File: src/rtl/pfrm_pkg.sv
`timescale 1ns / 1ps

package pfrm_pkg;

    localparam int DATA_W      = 32;
    localparam int PROD_W      = 64;
    localparam int MAX_WINDOWS = 4;
    localparam int CFG_IDX_W   = 3;
    localparam int QTY_W       = 16;

    localparam logic [DATA_W-1:0] U32_MAX   = 32'hFFFF_FFFF;
    localparam logic [DATA_W-1:0] RATE_MAX  = 32'h7FFF_FFFF;
    localparam logic [DATA_W-1:0] RATE_NONE = 32'hFFFF_FFFF;

    // configuration register indexes
    localparam logic [CFG_IDX_W-1:0] CFG_RATE_SCALE   = 3'd0;
    localparam logic [CFG_IDX_W-1:0] CFG_VOLUME_SCALE = 3'd1;
    localparam logic [CFG_IDX_W-1:0] CFG_WIN_LEN_A    = 3'd2;

    localparam logic [DATA_W-1:0] RATE_SCALE_RST   = 32'd1000;
    localparam logic [DATA_W-1:0] VOLUME_SCALE_RST = 32'd65536;
    localparam logic [MAX_WINDOWS-1:0][DATA_W-1:0] WIN_LEN_RST =
        {32'd60000, 32'd30000, 32'd5000, 32'd1000};

    typedef enum logic [1:0] {
        OP_TICK      = 2'd0,
        OP_PULSE     = 2'd1,
        OP_RESET_ALL = 2'd2,
        OP_RESET_VOL = 2'd3
    } pfrm_op_t;

    // controller to datapath
    typedef struct packed {
        logic load_item;
        logic tick_win;
        logic mul_rate;
        logic div_start;
        logic latch_rate;
        logic mul_vol;
        logic load_out;
    } pfrm_cmd_t;

    // datapath to controller
    typedef struct packed {
        logic is_tick;
        logic win_hit;
        logic div_busy;
        logic div_done;
    } pfrm_status_t;

endpackage

File: src/rtl/pulse_flow_rate_meter.sv
`timescale 1ns / 1ps

// pulse-counting flow rate meter
// input channel (in_valid/in_ready): op and quantity; op is tick, pulse batch,
// reset-all or reset-volume. each accepted word yields exactly one result word
// on the output channel (out_valid/out_ready): four window rates (-1 until a
// window first closes), volume in mL, pulse count, idle ticks and a mask of
// windows that closed on this word.
// config port: cfg_wr_en/cfg_index/cfg_data; write only while idle (not enforced)
// timing: one word at a time. a non-tick word or a tick that closes no window
// goes from accept through S_WIN and S_VOL to S_OUT; every window that
// closes adds S_MUL, S_DIV and S_WAIT, with the shared radix-2 divider (64 steps)
// behind the 32x32 multiplier. the next word is taken once the result is in
// the output register.
// reset: rates go to -1, counters to zero, registers to their defaults
// stall: a held result stays in the output register; a new word may be taken
// and worked on, but its result waits until the held word leaves

module pulse_flow_rate_meter
    import pfrm_pkg::*;
#(
    parameter int NUM_WINDOWS = 4
)
(
    input  logic                 clk,
    input  logic                 rst_n,
    // input words
    input  logic                 in_valid,
    output logic                 in_ready,
    input  logic [1:0]           op,
    input  logic [QTY_W-1:0]     quantity,
    // result words
    output logic                 out_valid,
    input  logic                 out_ready,
    output logic signed [31:0]   rate_w0,
    output logic signed [31:0]   rate_w1,
    output logic signed [31:0]   rate_w2,
    output logic signed [31:0]   rate_w3,
    output logic [DATA_W-1:0]    volume_ml,
    output logic [DATA_W-1:0]    volume_pulse_count,
    output logic [DATA_W-1:0]    idle_ticks,
    output logic [MAX_WINDOWS-1:0] updated_mask,
    // configuration writes
    input  logic                 cfg_wr_en,
    input  logic [CFG_IDX_W-1:0] cfg_index,
    input  logic [DATA_W-1:0]    cfg_data
);

    // window index width, at least one bit
    localparam int WIN_W = (NUM_WINDOWS > 1) ? $clog2(NUM_WINDOWS) : 1;

    pfrm_cmd_t                          cmd;
    pfrm_status_t                       status;
    logic [WIN_W-1:0]                   win_idx;
    logic [MAX_WINDOWS-1:0][DATA_W-1:0] rates;

    // sequencer: walks the windows, runs multiply and divide, hands off the result
    pfrm_ctrl #(
        .NUM_WINDOWS (NUM_WINDOWS),
        .WIN_W       (WIN_W)
    ) u_ctrl (
        .clk       (clk),
        .rst_n     (rst_n),
        .in_valid  (in_valid),
        .in_ready  (in_ready),
        .out_valid (out_valid),
        .out_ready (out_ready),
        .status    (status),
        .cmd       (cmd),
        .win_idx   (win_idx)
    );

    // counters, config registers, multiplier, divider and output register
    pfrm_datapath #(
        .NUM_WINDOWS (NUM_WINDOWS),
        .WIN_W       (WIN_W)
    ) u_datapath (
        .clk                (clk),
        .rst_n              (rst_n),
        .cmd                (cmd),
        .win_idx            (win_idx),
        .status             (status),
        .op                 (op),
        .quantity           (quantity),
        .cfg_wr_en          (cfg_wr_en),
        .cfg_index          (cfg_index),
        .cfg_data           (cfg_data),
        .rates              (rates),
        .volume_ml          (volume_ml),
        .volume_pulse_count (volume_pulse_count),
        .idle_ticks         (idle_ticks),
        .updated_mask       (updated_mask)
    );

    assign rate_w0 = signed'(rates[0]);
    assign rate_w1 = signed'(rates[1]);
    assign rate_w2 = signed'(rates[2]);
    assign rate_w3 = signed'(rates[3]);

`ifndef SYNTHESIS
    // only one word in flight: ready drops right after an accept
    a_one_in_flight: assert property (@(posedge clk) disable iff (!rst_n)
        in_valid && in_ready |=> !in_ready)
        else $error("input accepted while a word is in flight");

    // the divider is never restarted mid-division
    a_div_idle_start: assert property (@(posedge clk) disable iff (!rst_n)
        cmd.div_start |-> !status.div_busy)
        else $error("divider started while busy");

    // a new result never overwrites one still waiting
    a_no_overwrite: assert property (@(posedge clk) disable iff (!rst_n)
        cmd.load_out |-> (!out_valid || out_ready))
        else $error("result register overwritten");

    // a rate is latched only at the end of a division
    a_latch_after_div: assert property (@(posedge clk) disable iff (!rst_n)
        cmd.latch_rate |-> $past(status.div_busy))
        else $error("rate latched without a division");
`endif

endmodule

File: src/rtl/pfrm_div.sv
`timescale 1ns / 1ps

module pfrm_div
    import pfrm_pkg::*;
(
    input  logic              clk,
    input  logic              rst_n,
    input  logic              start,
    input  logic [PROD_W-1:0] dividend,
    input  logic [DATA_W-1:0] divisor,
    output logic              busy,
    output logic              done,
    output logic [PROD_W-1:0] quotient
);

    localparam int CNT_W = $clog2(PROD_W);

    logic [CNT_W-1:0]  cnt_reg;
    logic              busy_reg;
    logic              done_reg;
    logic [PROD_W-1:0] dq_reg;
    logic [DATA_W:0]   rem_reg;
    logic [DATA_W-1:0] dsr_reg;
    logic [DATA_W:0]   rem_shift;
    logic              fits;
    logic [DATA_W:0]   rem_next;

    // restoring division, one quotient bit per cycle
    always_comb
    begin
        rem_shift = {rem_reg[DATA_W-1:0], dq_reg[PROD_W-1]};
        fits      = rem_shift >= {1'b0, dsr_reg};
        rem_next  = fits ? (rem_shift - {1'b0, dsr_reg}) : rem_shift;
    end

    always_ff @(posedge clk or negedge rst_n)
    begin
        if (!rst_n)
        begin
            cnt_reg  <= '0;
            busy_reg <= 1'b0;
            done_reg <= 1'b0;
        end
        else
        begin
            done_reg <= 1'b0;
            if (start)
            begin
                cnt_reg  <= '0;
                busy_reg <= 1'b1;
            end
            else if (busy_reg)
            begin
                cnt_reg <= cnt_reg + 1'b1;
                if (cnt_reg == CNT_W'(PROD_W - 1))
                begin
                    busy_reg <= 1'b0;
                    done_reg <= 1'b1;
                end
            end
        end
    end

    always_ff @(posedge clk)
    begin
        if (start)
        begin
            dq_reg  <= dividend;
            rem_reg <= '0;
            dsr_reg <= divisor;
        end
        else if (busy_reg)
        begin
            dq_reg  <= {dq_reg[PROD_W-2:0], fits};
            rem_reg <= rem_next;
        end
    end

    assign busy     = busy_reg;
    assign done     = done_reg;
    assign quotient = dq_reg;

endmodule

File: src/rtl/pfrm_datapath.sv
`timescale 1ns / 1ps

module pfrm_datapath
    import pfrm_pkg::*;
#(
    parameter int NUM_WINDOWS = 4,
    parameter int WIN_W       = 2
)
(
    input  logic                                  clk,
    input  logic                                  rst_n,
    input  pfrm_cmd_t                             cmd,
    input  logic [WIN_W-1:0]                      win_idx,
    output pfrm_status_t                          status,
    input  logic [1:0]                            op,
    input  logic [QTY_W-1:0]                      quantity,
    input  logic                                  cfg_wr_en,
    input  logic [CFG_IDX_W-1:0]                  cfg_index,
    input  logic [DATA_W-1:0]                     cfg_data,
    output logic [MAX_WINDOWS-1:0][DATA_W-1:0]    rates,
    output logic [DATA_W-1:0]                     volume_ml,
    output logic [DATA_W-1:0]                     volume_pulse_count,
    output logic [DATA_W-1:0]                     idle_ticks,
    output logic [MAX_WINDOWS-1:0]                updated_mask
);

    function automatic logic [DATA_W-1:0] sat_add(input logic [DATA_W-1:0] a,
                                                  input logic [DATA_W-1:0] b);
        logic [DATA_W:0] s;
        s = {1'b0, a} + {1'b0, b};
        return s[DATA_W] ? U32_MAX : s[DATA_W-1:0];
    endfunction

    // configuration
    logic [DATA_W-1:0] rate_scale_reg;
    logic [DATA_W-1:0] volume_scale_reg;
    logic [DATA_W-1:0] win_len_reg [NUM_WINDOWS];

    // measurement state
    logic [DATA_W-1:0]      elapsed_reg [NUM_WINDOWS];
    logic [DATA_W-1:0]      count_reg   [NUM_WINDOWS];
    logic [DATA_W-1:0]      rate_reg    [NUM_WINDOWS];
    logic [DATA_W-1:0]      total_reg;
    logic [DATA_W-1:0]      since_reg;
    logic [NUM_WINDOWS-1:0] mask_reg;
    logic [1:0]             op_reg;

    // arithmetic
    logic [PROD_W-1:0] prod_reg;
    logic [PROD_W-1:0] prod_next;
    logic [DATA_W-1:0] mul_a;
    logic [DATA_W-1:0] mul_b;
    logic [DATA_W-1:0] elapsed_next;
    logic [DATA_W-1:0] rate_next;
    logic [DATA_W-1:0] vol_next;
    logic [PROD_W-1:0] quotient;
    logic              div_busy;
    logic              div_done;

    // result word
    logic [DATA_W-1:0]      out_rate_reg [NUM_WINDOWS];
    logic [DATA_W-1:0]      out_vol_reg;
    logic [DATA_W-1:0]      out_total_reg;
    logic [DATA_W-1:0]      out_since_reg;
    logic [MAX_WINDOWS-1:0] out_mask_reg;

    logic [CFG_IDX_W-1:0] cfg_win;
    logic                 cfg_win_ok;

    assign cfg_win    = cfg_index - CFG_WIN_LEN_A;
    assign cfg_win_ok = (cfg_index >= CFG_WIN_LEN_A) && (cfg_win < CFG_IDX_W'(NUM_WINDOWS));

    always_ff @(posedge clk or negedge rst_n)
    begin
        if (!rst_n)
        begin
            rate_scale_reg   <= RATE_SCALE_RST;
            volume_scale_reg <= VOLUME_SCALE_RST;
            for (int i = 0; i < NUM_WINDOWS; i++)
            begin
                win_len_reg[i] <= WIN_LEN_RST[i];
            end
        end
        else if (cfg_wr_en)
        begin
            if (cfg_index == CFG_RATE_SCALE)
            begin
                rate_scale_reg <= cfg_data;
            end
            else if (cfg_index == CFG_VOLUME_SCALE)
            begin
                volume_scale_reg <= cfg_data;
            end
            else if (cfg_win_ok)
            begin
                win_len_reg[cfg_win[WIN_W-1:0]] <= cfg_data;
            end
        end
    end

    // window step: saturating elapsed count and length compare
    assign elapsed_next = sat_add(elapsed_reg[win_idx], 32'd1);

    // one shared multiplier for rate product and volume
    assign mul_a     = cmd.mul_rate ? count_reg[win_idx] : total_reg;
    assign mul_b     = cmd.mul_rate ? rate_scale_reg : volume_scale_reg;
    assign prod_next = PROD_W'(mul_a) * PROD_W'(mul_b);

    always_ff @(posedge clk)
    begin
        if (cmd.mul_rate || cmd.mul_vol)
        begin
            prod_reg <= prod_next;
        end
    end

    pfrm_div u_div (
        .clk      (clk),
        .rst_n    (rst_n),
        .start    (cmd.div_start),
        .dividend (prod_reg),
        .divisor  (elapsed_reg[win_idx]),
        .busy     (div_busy),
        .done     (div_done),
        .quotient (quotient)
    );

    assign rate_next = (quotient[PROD_W-1:DATA_W-1] != '0) ? RATE_MAX : quotient[DATA_W-1:0];
    assign vol_next  = (prod_reg[PROD_W-1:PROD_W-16] != '0) ? U32_MAX : prod_reg[PROD_W-17:16];

    always_ff @(posedge clk or negedge rst_n)
    begin
        if (!rst_n)
        begin
            for (int i = 0; i < NUM_WINDOWS; i++)
            begin
                elapsed_reg[i] <= '0;
                count_reg[i]   <= '0;
                rate_reg[i]    <= RATE_NONE;
            end
            total_reg <= '0;
            since_reg <= '0;
            mask_reg  <= '0;
            op_reg    <= OP_TICK;
        end
        else
        begin
            if (cmd.load_item)
            begin
                op_reg   <= op;
                mask_reg <= '0;
                unique case (pfrm_op_t'(op))
                    OP_TICK:
                    begin
                        since_reg <= sat_add(since_reg, 32'd1);
                    end
                    OP_PULSE:
                    begin
                        since_reg <= '0;
                        total_reg <= sat_add(total_reg, DATA_W'(quantity));
                        for (int i = 0; i < NUM_WINDOWS; i++)
                        begin
                            count_reg[i] <= sat_add(count_reg[i], DATA_W'(quantity));
                        end
                    end
                    OP_RESET_ALL:
                    begin
                        for (int i = 0; i < NUM_WINDOWS; i++)
                        begin
                            elapsed_reg[i] <= '0;
                            count_reg[i]   <= '0;
                            rate_reg[i]    <= RATE_NONE;
                        end
                        since_reg <= '0;
                        total_reg <= '0;
                    end
                    OP_RESET_VOL:
                    begin
                        total_reg <= '0;
                    end
                    default:
                    begin
                        total_reg <= total_reg;
                    end
                endcase
            end
            if (cmd.tick_win)
            begin
                elapsed_reg[win_idx] <= elapsed_next;
            end
            if (cmd.latch_rate)
            begin
                rate_reg[win_idx]    <= rate_next;
                count_reg[win_idx]   <= '0;
                elapsed_reg[win_idx] <= '0;
                mask_reg[win_idx]    <= 1'b1;
            end
        end
    end

    always_ff @(posedge clk)
    begin
        if (cmd.load_out)
        begin
            for (int i = 0; i < NUM_WINDOWS; i++)
            begin
                out_rate_reg[i] <= rate_reg[i];
            end
            out_vol_reg   <= vol_next;
            out_total_reg <= total_reg;
            out_since_reg <= since_reg;
            out_mask_reg  <= MAX_WINDOWS'(mask_reg);
        end
    end

    for (genvar g = 0; g < MAX_WINDOWS; g++)
    begin : g_rate
        if (g < NUM_WINDOWS)
        begin : g_used
            assign rates[g] = out_rate_reg[g];
        end
        else
        begin : g_unused
            assign rates[g] = RATE_NONE;
        end
    end

    assign volume_ml          = out_vol_reg;
    assign volume_pulse_count = out_total_reg;
    assign idle_ticks         = out_since_reg;
    assign updated_mask       = out_mask_reg;

    assign status.is_tick  = (pfrm_op_t'(op_reg) == OP_TICK);
    assign status.win_hit  = (elapsed_next >= win_len_reg[win_idx]);
    assign status.div_busy = div_busy;
    assign status.div_done = div_done;

endmodule

File: src/rtl/pfrm_ctrl.sv
`timescale 1ns / 1ps

module pfrm_ctrl
    import pfrm_pkg::*;
#(
    parameter int NUM_WINDOWS = 4,
    parameter int WIN_W       = 2
)
(
    input  logic               clk,
    input  logic               rst_n,
    input  logic               in_valid,
    output logic               in_ready,
    output logic               out_valid,
    input  logic               out_ready,
    input  pfrm_status_t       status,
    output pfrm_cmd_t          cmd,
    output logic [WIN_W-1:0]   win_idx
);

    typedef enum logic [2:0] {
        S_IDLE,
        S_WIN,
        S_MUL,
        S_DIV,
        S_WAIT,
        S_VOL,
        S_OUT
    } state_t;

    state_t           state_reg;
    logic [WIN_W-1:0] win_reg;
    logic             out_valid_reg;
    logic             last_win;
    logic             out_free;

    assign last_win = (win_reg == WIN_W'(NUM_WINDOWS - 1));
    assign out_free = !out_valid_reg || out_ready;

    always_comb
    begin
        cmd            = '0;
        cmd.load_item  = (state_reg == S_IDLE) && in_valid;
        cmd.tick_win   = (state_reg == S_WIN) && status.is_tick;
        cmd.mul_rate   = (state_reg == S_MUL);
        cmd.div_start  = (state_reg == S_DIV);
        cmd.latch_rate = (state_reg == S_WAIT) && status.div_done;
        cmd.mul_vol    = (state_reg == S_VOL);
        cmd.load_out   = (state_reg == S_OUT) && out_free;
    end

    always_ff @(posedge clk or negedge rst_n)
    begin
        if (!rst_n)
        begin
            state_reg     <= S_IDLE;
            win_reg       <= '0;
            out_valid_reg <= 1'b0;
        end
        else
        begin
            if (cmd.load_out)
            begin
                out_valid_reg <= 1'b1;
            end
            else if (out_ready)
            begin
                out_valid_reg <= 1'b0;
            end

            unique case (state_reg)
                S_IDLE:
                begin
                    if (in_valid)
                    begin
                        win_reg   <= '0;
                        state_reg <= S_WIN;
                    end
                end
                S_WIN:
                begin
                    if (!status.is_tick)
                    begin
                        state_reg <= S_VOL;
                    end
                    else if (status.win_hit)
                    begin
                        state_reg <= S_MUL;
                    end
                    else if (last_win)
                    begin
                        state_reg <= S_VOL;
                    end
                    else
                    begin
                        win_reg <= win_reg + 1'b1;
                    end
                end
                S_MUL:
                begin
                    state_reg <= S_DIV;
                end
                S_DIV:
                begin
                    state_reg <= S_WAIT;
                end
                S_WAIT:
                begin
                    if (status.div_done)
                    begin
                        if (last_win)
                        begin
                            state_reg <= S_VOL;
                        end
                        else
                        begin
                            win_reg   <= win_reg + 1'b1;
                            state_reg <= S_WIN;
                        end
                    end
                end
                S_VOL:
                begin
                    state_reg <= S_OUT;
                end
                S_OUT:
                begin
                    if (out_free)
                    begin
                        state_reg <= S_IDLE;
                    end
                end
                default:
                begin
                    state_reg <= S_IDLE;
                end
            endcase
        end
    end

    assign in_ready  = (state_reg == S_IDLE);
    assign out_valid = out_valid_reg;
    assign win_idx   = win_reg;

endmodule

File: config.mk
export PLATFORM = sky130hd
export DESIGN_NAME = pulse_flow_rate_meter
export DESIGN_NICKNAME = d
export VERILOG_FILES = /design/src/rtl/pfrm_pkg.sv /design/src/rtl/pulse_flow_rate_meter.sv /design/src/rtl/pfrm_div.sv /design/src/rtl/pfrm_datapath.sv /design/src/rtl/pfrm_ctrl.sv
export SDC_FILE = /design/constraint.sdc
export NUM_CORES = 2
export LEC_CHECK = 0
export BUFFER_PORTS_ARGS = -buffer_cell sky130_fd_sc_hd__buf_2
export CORE_UTILIZATION = 45
export CTS_CLUSTER_DIAMETER = 40
export DETAILED_ROUTE_END_ITERATION = 6
export RECOVER_POWER = 50
export SLEW_MARGIN = 20
export SYNTH_ARGS = -nofsm -noshare
export SYNTH_HDL_FRONTEND = slang
export SYNTH_HIERARCHICAL = 1
export SYNTH_SLANG_ARGS = --single-unit
File: constraint.sdc
create_clock -name clk -period 22.8 [get_ports clk]
set_input_delay 2.28 -clock clk [delete_from_list [all_inputs] [get_ports clk]]
set_output_delay 2.28 -clock clk [all_outputs]
set_load 0.03 [all_outputs]
Yosys cells after proc, flatten, opt, wreduce, memory -nomap -nowiden

Memory sizes are Yosys's and may differ from the RTL's.
Cells that the tools add are included.

Flip-flop bits (word level): 952
RAM bits: 128
Output and inout port bits: 230
Logic and storage cells: 187
Memories kept: 1

Add/sub/neg operators: 11
Multiply operators: 1
Magnitude comparators: 10
Eq/ne operators: 18
Mux-type cells: 71
Bitwise operators: 8
Reduce and logical (&&, ||, !) cells: 31

Memories:

| name                    | words | bits a word | read ports | clocked after Yosys merged registers in | wr ports | RTL line            | text |
|---|---|---|---|---|---|---|---|
| u_datapath.out_rate_reg | 4     | 32          | 4          | 0                                       | 4        | pfrm_datapath.sv:61 | `logic [DATA_W-1:0] out_rate_reg [NUM_WINDOWS];` |

Operator list:

| kind                                                             | number |
|---|---|
| 128-bit two-way mux                                              | 9 |
| 32-bit two-way mux                                               | 19 |
| 128-bit bitwise mux                                              | 3 |
| 128-bit bitwise AND                                              | 2 |
| 128-bit case mux with 2 select lines                             | 1 |
| 32-bit binary-select mux with 2-bit select                       | 3 |
| 32-bit by 16-bit adder with 33-bit output                        | 5 |
| 32-bit demux with 2-bit select                                   | 2 |
| 64-bit two-way mux                                               | 2 |
| 128-bit NOT                                                      | 1 |
| 32-bit case mux with 2 select lines                              | 2 |
| 32-bit by 1-bit adder with 33-bit output (second input constant) | 2 |
| 32-bit by 32-bit multiplier with 64-bit output                   | 1 |
| 33-bit by 32-bit >= comparator with 1-bit output                 | 1 |
| 33-bit nonzero test                                              | 1 |
| 32-bit >= comparator                                             | 1 |
| 32-bit subtractor                                                | 1 |
| 3-bit two-way mux                                                | 7 |
| 3-bit case mux with 7 select lines                               | 1 |
| 16-bit nonzero test                                              | 1 |
| 6-bit two-way mux                                                | 2 |
| 1-bit two-way mux                                                | 11 |
| 2-bit two-way mux                                                | 5 |
| 3-bit == test (second input constant)                            | 3 |
| 35 further kinds                                                 | 64 |

Depth between registers and ports, before layout

Depth in word-level cells: 10
Gate-level depth with buffers: 36

Hierarchy

Netlist, hierarchy kept.

By module, submodules not included:

| module        | times used | cells an instance | area each (um^2) |
|---|---|---|---|
| pfrm_datapath | 1          | 7,425             | 76,832.4 |
| pfrm_div      | 1          | 634               | 7,293.2 |
| pfrm_ctrl     | 1          | 53                | 430.4 |

Least setup slack after synthesis

Ideal clock, no wire load.

Path kind: input to register
From: input out_ready
To: register u_datapath.out_since_reg[0], in the netlist u_datapath/idle_ticks[0] (enable)
Library setup time: 1.142 ns
Arrival: 18.866 ns
Required time: 21.658 ns
Setup slack: 2.792 ns
Cell stages on the path: 2
Path buffers: 0
Path through: nand2b_1 > nor3b_1

RTL lines:

| element              | RTL line                    | text |
|---|---|---|
| start, declared      | pulse_flow_rate_meter.sv:34 | `input logic out_ready,` |
| end signal, assigned | pfrm_datapath.sv:211        | `out_since_reg <= since_reg;` |
| end, declared        | pfrm_datapath.sv:64         | `logic [DATA_W-1:0] out_since_reg;` |

==> flow_metrics.env <==
export IMPL_critical_path_endpoint_type="register"
export IMPL_coreArea_um2=186000
export IMPL_min_period_ps=12040
export IMPL_routed_wl_um=265000
export IMPL_dp_hpwl_um=195000
export IMPL_arrival_ps=12710
export IMPL_grt_pass1_wl_um=407000
export IMPL_cts_buffers=179
export IMPL_ant_nets=0
export IMPL_fmax_mhz=83.0
export IMPL_io_pins=288
export IMPL_grt_max_degree=135
export IMPL_drive_gt1_frac=0.154
export IMPL_crit_chain="clkbuf_1 -> mux4_1 -> nand4_4 -> nor3_4 -> and2_1 -> nand3b_4 -> nand2_1 -> inv_2 -> ha_1 -> nand2b_1 -> a21o_1 -> a21o_1 -> a21oi_1 -> o211a_1 -> o21ai_0 -> a21oi_1 -> o31ai_1 -> nor2b_1 -> o221ai_2 -> nor3b_2 -> o22a_1"
export IMPL_drtIter0Drc=5104
export IMPL_maxCapViolCount=27
export IMPL_grt_antenna_before_repair=24
export IMPL_synth_area_um2=84500
export IMPL_gp_congestion=0.934
export IMPL_clk_latency_ps=860
export IMPL_drc=0
export IMPL_worst_pin_slew_ps=6210
export IMPL_grt_remaining_overflow=0
export IMPL_num_vias=63500
export IMPL_grt_total_usage=0.282
export IMPL_max_slew_margin_rel=-3.14
export IMPL_ctsResizeCount=0
export IMPL_wl_per_cell_um=24.2
export IMPL_syn_area_per_cell_um2=10.4
export IMPL_area_delta_synth_final_pct=12.1
export IMPL_synth_nets=9487
export IMPL_critPathMaxFanout=75
export IMPL_crit_type="reg -> reg"
export IMPL_fillers=16700
export IMPL_viasPerCell=5.80
export IMPL_tns_ps=0
export IMPL_path_clk_slew_ps=60
export IMPL_cpPeakStageDelay_ps=4420
export IMPL_cts_tree="built"
export IMPL_synthCells=8111
export IMPL_cts_max_path_buffers=3
export IMPL_crit_slowest_cell="clkbuf_1"
export IMPL_setup_viol=0
export IMPL_die_area_um2=190000
export IMPL_fin_nets=9670
export IMPL_violations="max-capacitance violations, max-slew violations"
export IMPL_start_util=0.454
export IMPL_die_w_um=435
export IMPL_min_path_type="reg -> reg"
export IMPL_status="complete, but fails checks"
export IMPL_synth_warnings=6
export IMPL_htree_levels=4
export IMPL_clockRootBuffer="clkbuf_16"
export IMPL_io_buffers=287
export IMPL_fin_crit_sh=0.528
export IMPL_maxSlewViolCount=1273
export IMPL_post_cts_buffers=0
export IMPL_cp_required_ps=23470
export IMPL_cp_start_kind="register"
export IMPL_clkSinkCount=1080
export IMPL_grt_pass1_vias=65800
export IMPL_fp_dieH_um=435
export IMPL_cts_hold_buf=0
export IMPL_rsz0062_at_grt="no"
export IMPL_drt_pass1_iter_count=7
export IMPL_hold_viol=0
export IMPL_finClkSkew_ps=86.1
export IMPL_std_cell_rows=158
[routing by layer]
layer | vias up | global-route usage | share of wire | wire length, µm
met3 | 628 | 0.0538 | 0.078 | 20600
met5 | - | 0 | 0 | 0
met2 | 2671 | 0.450 | 0.46 | 122000
li1 | 27700 | - | - | -
met4 | 0 | 0.128 | 0.050 | 13200
met1 | 32400 | 0.372 | 0.41 | 109000
[cells in the final DEF, fill, tap and decap left out, drive strengths merged, types with 87 or more instances in the layout]
master	count
mux4	96
nor2	872
fa	902
dfrtp	500
buf	312
a22o	87
ha	416
nand3	109
nand2	789
mux2	319
a21oi	296
dfstp	160
nor3	99
inv	1041
a21o	103
o21ai	490
xnor2	106
edfxtp	388
clkbuf	320
[stage by stage]
stage	setup slack [ps]	cell area [µm²]	cells	hold WS [ps]	util
5_1_grt	9460	94800	10900	465	0.510
4_1_cts	12650	95100	10900	454	0.511
6_report	10760	94800	10900	453	0.510
3_5_place_dp	12730	88700	10600	440	0.477
2_1_floorplan	2790	84500	8111	423	-
3_3_place_gp	12890	88700	10600	442	0.477
[critical path: cells and delay by family, from the launching register on]
family | cells | cell delay, ps
AOI/OAI and AO/OA | 9 | 1970
adders and majority gates | 1 | 260
buffers and inverters | 2 | 4490
DFF | 1 | 1850
muxes | 1 | 1390
and+or+nand+nor | 8 | 1780
[cell type report]
type | instances | area, µm² | area share
Inverter | 1004 | 3770 | 0.0398
Antenna cell | 13 | 32.5 | 0.000343
Clock inverter | 123 | 1510 | 0.0159
Tap cell | 2480 | 3100 | 0.0327
Timing Repair Buffer | 417 | 2230 | 0.0236
Clock buffer | 215 | 4830 | 0.0509
Sequential cell | 1080 | 29000 | 0.306
Multi-Input combinational cell | 5612 | 50300 | 0.531
[final timing paths]
path                       depth (start not counted)                    from                    endpoint  slack [ps]
max                                               21       u_ctrl/win_idx[0]           u_ctrl/win_idx[0]       10760
max in group asynchronous                          6                   rst_n      u_datapath/mask_reg[1]       11420
min                                                0  u_datapath/mask_reg[2]  u_datapath/updated_mask[2]         450
max reg2reg                                       21       u_ctrl/win_idx[0]           u_ctrl/win_idx[0]       10760
min reg2reg                                        0  u_datapath/mask_reg[2]  u_datapath/updated_mask[2]         450
min in group asynchronous                          1                   rst_n    u_datapath/total_reg[12]        3220
Power is left out: the tool's default activity adds up to more than one toggle a clock period on the data nets, which glitch-free logic cannot reach.
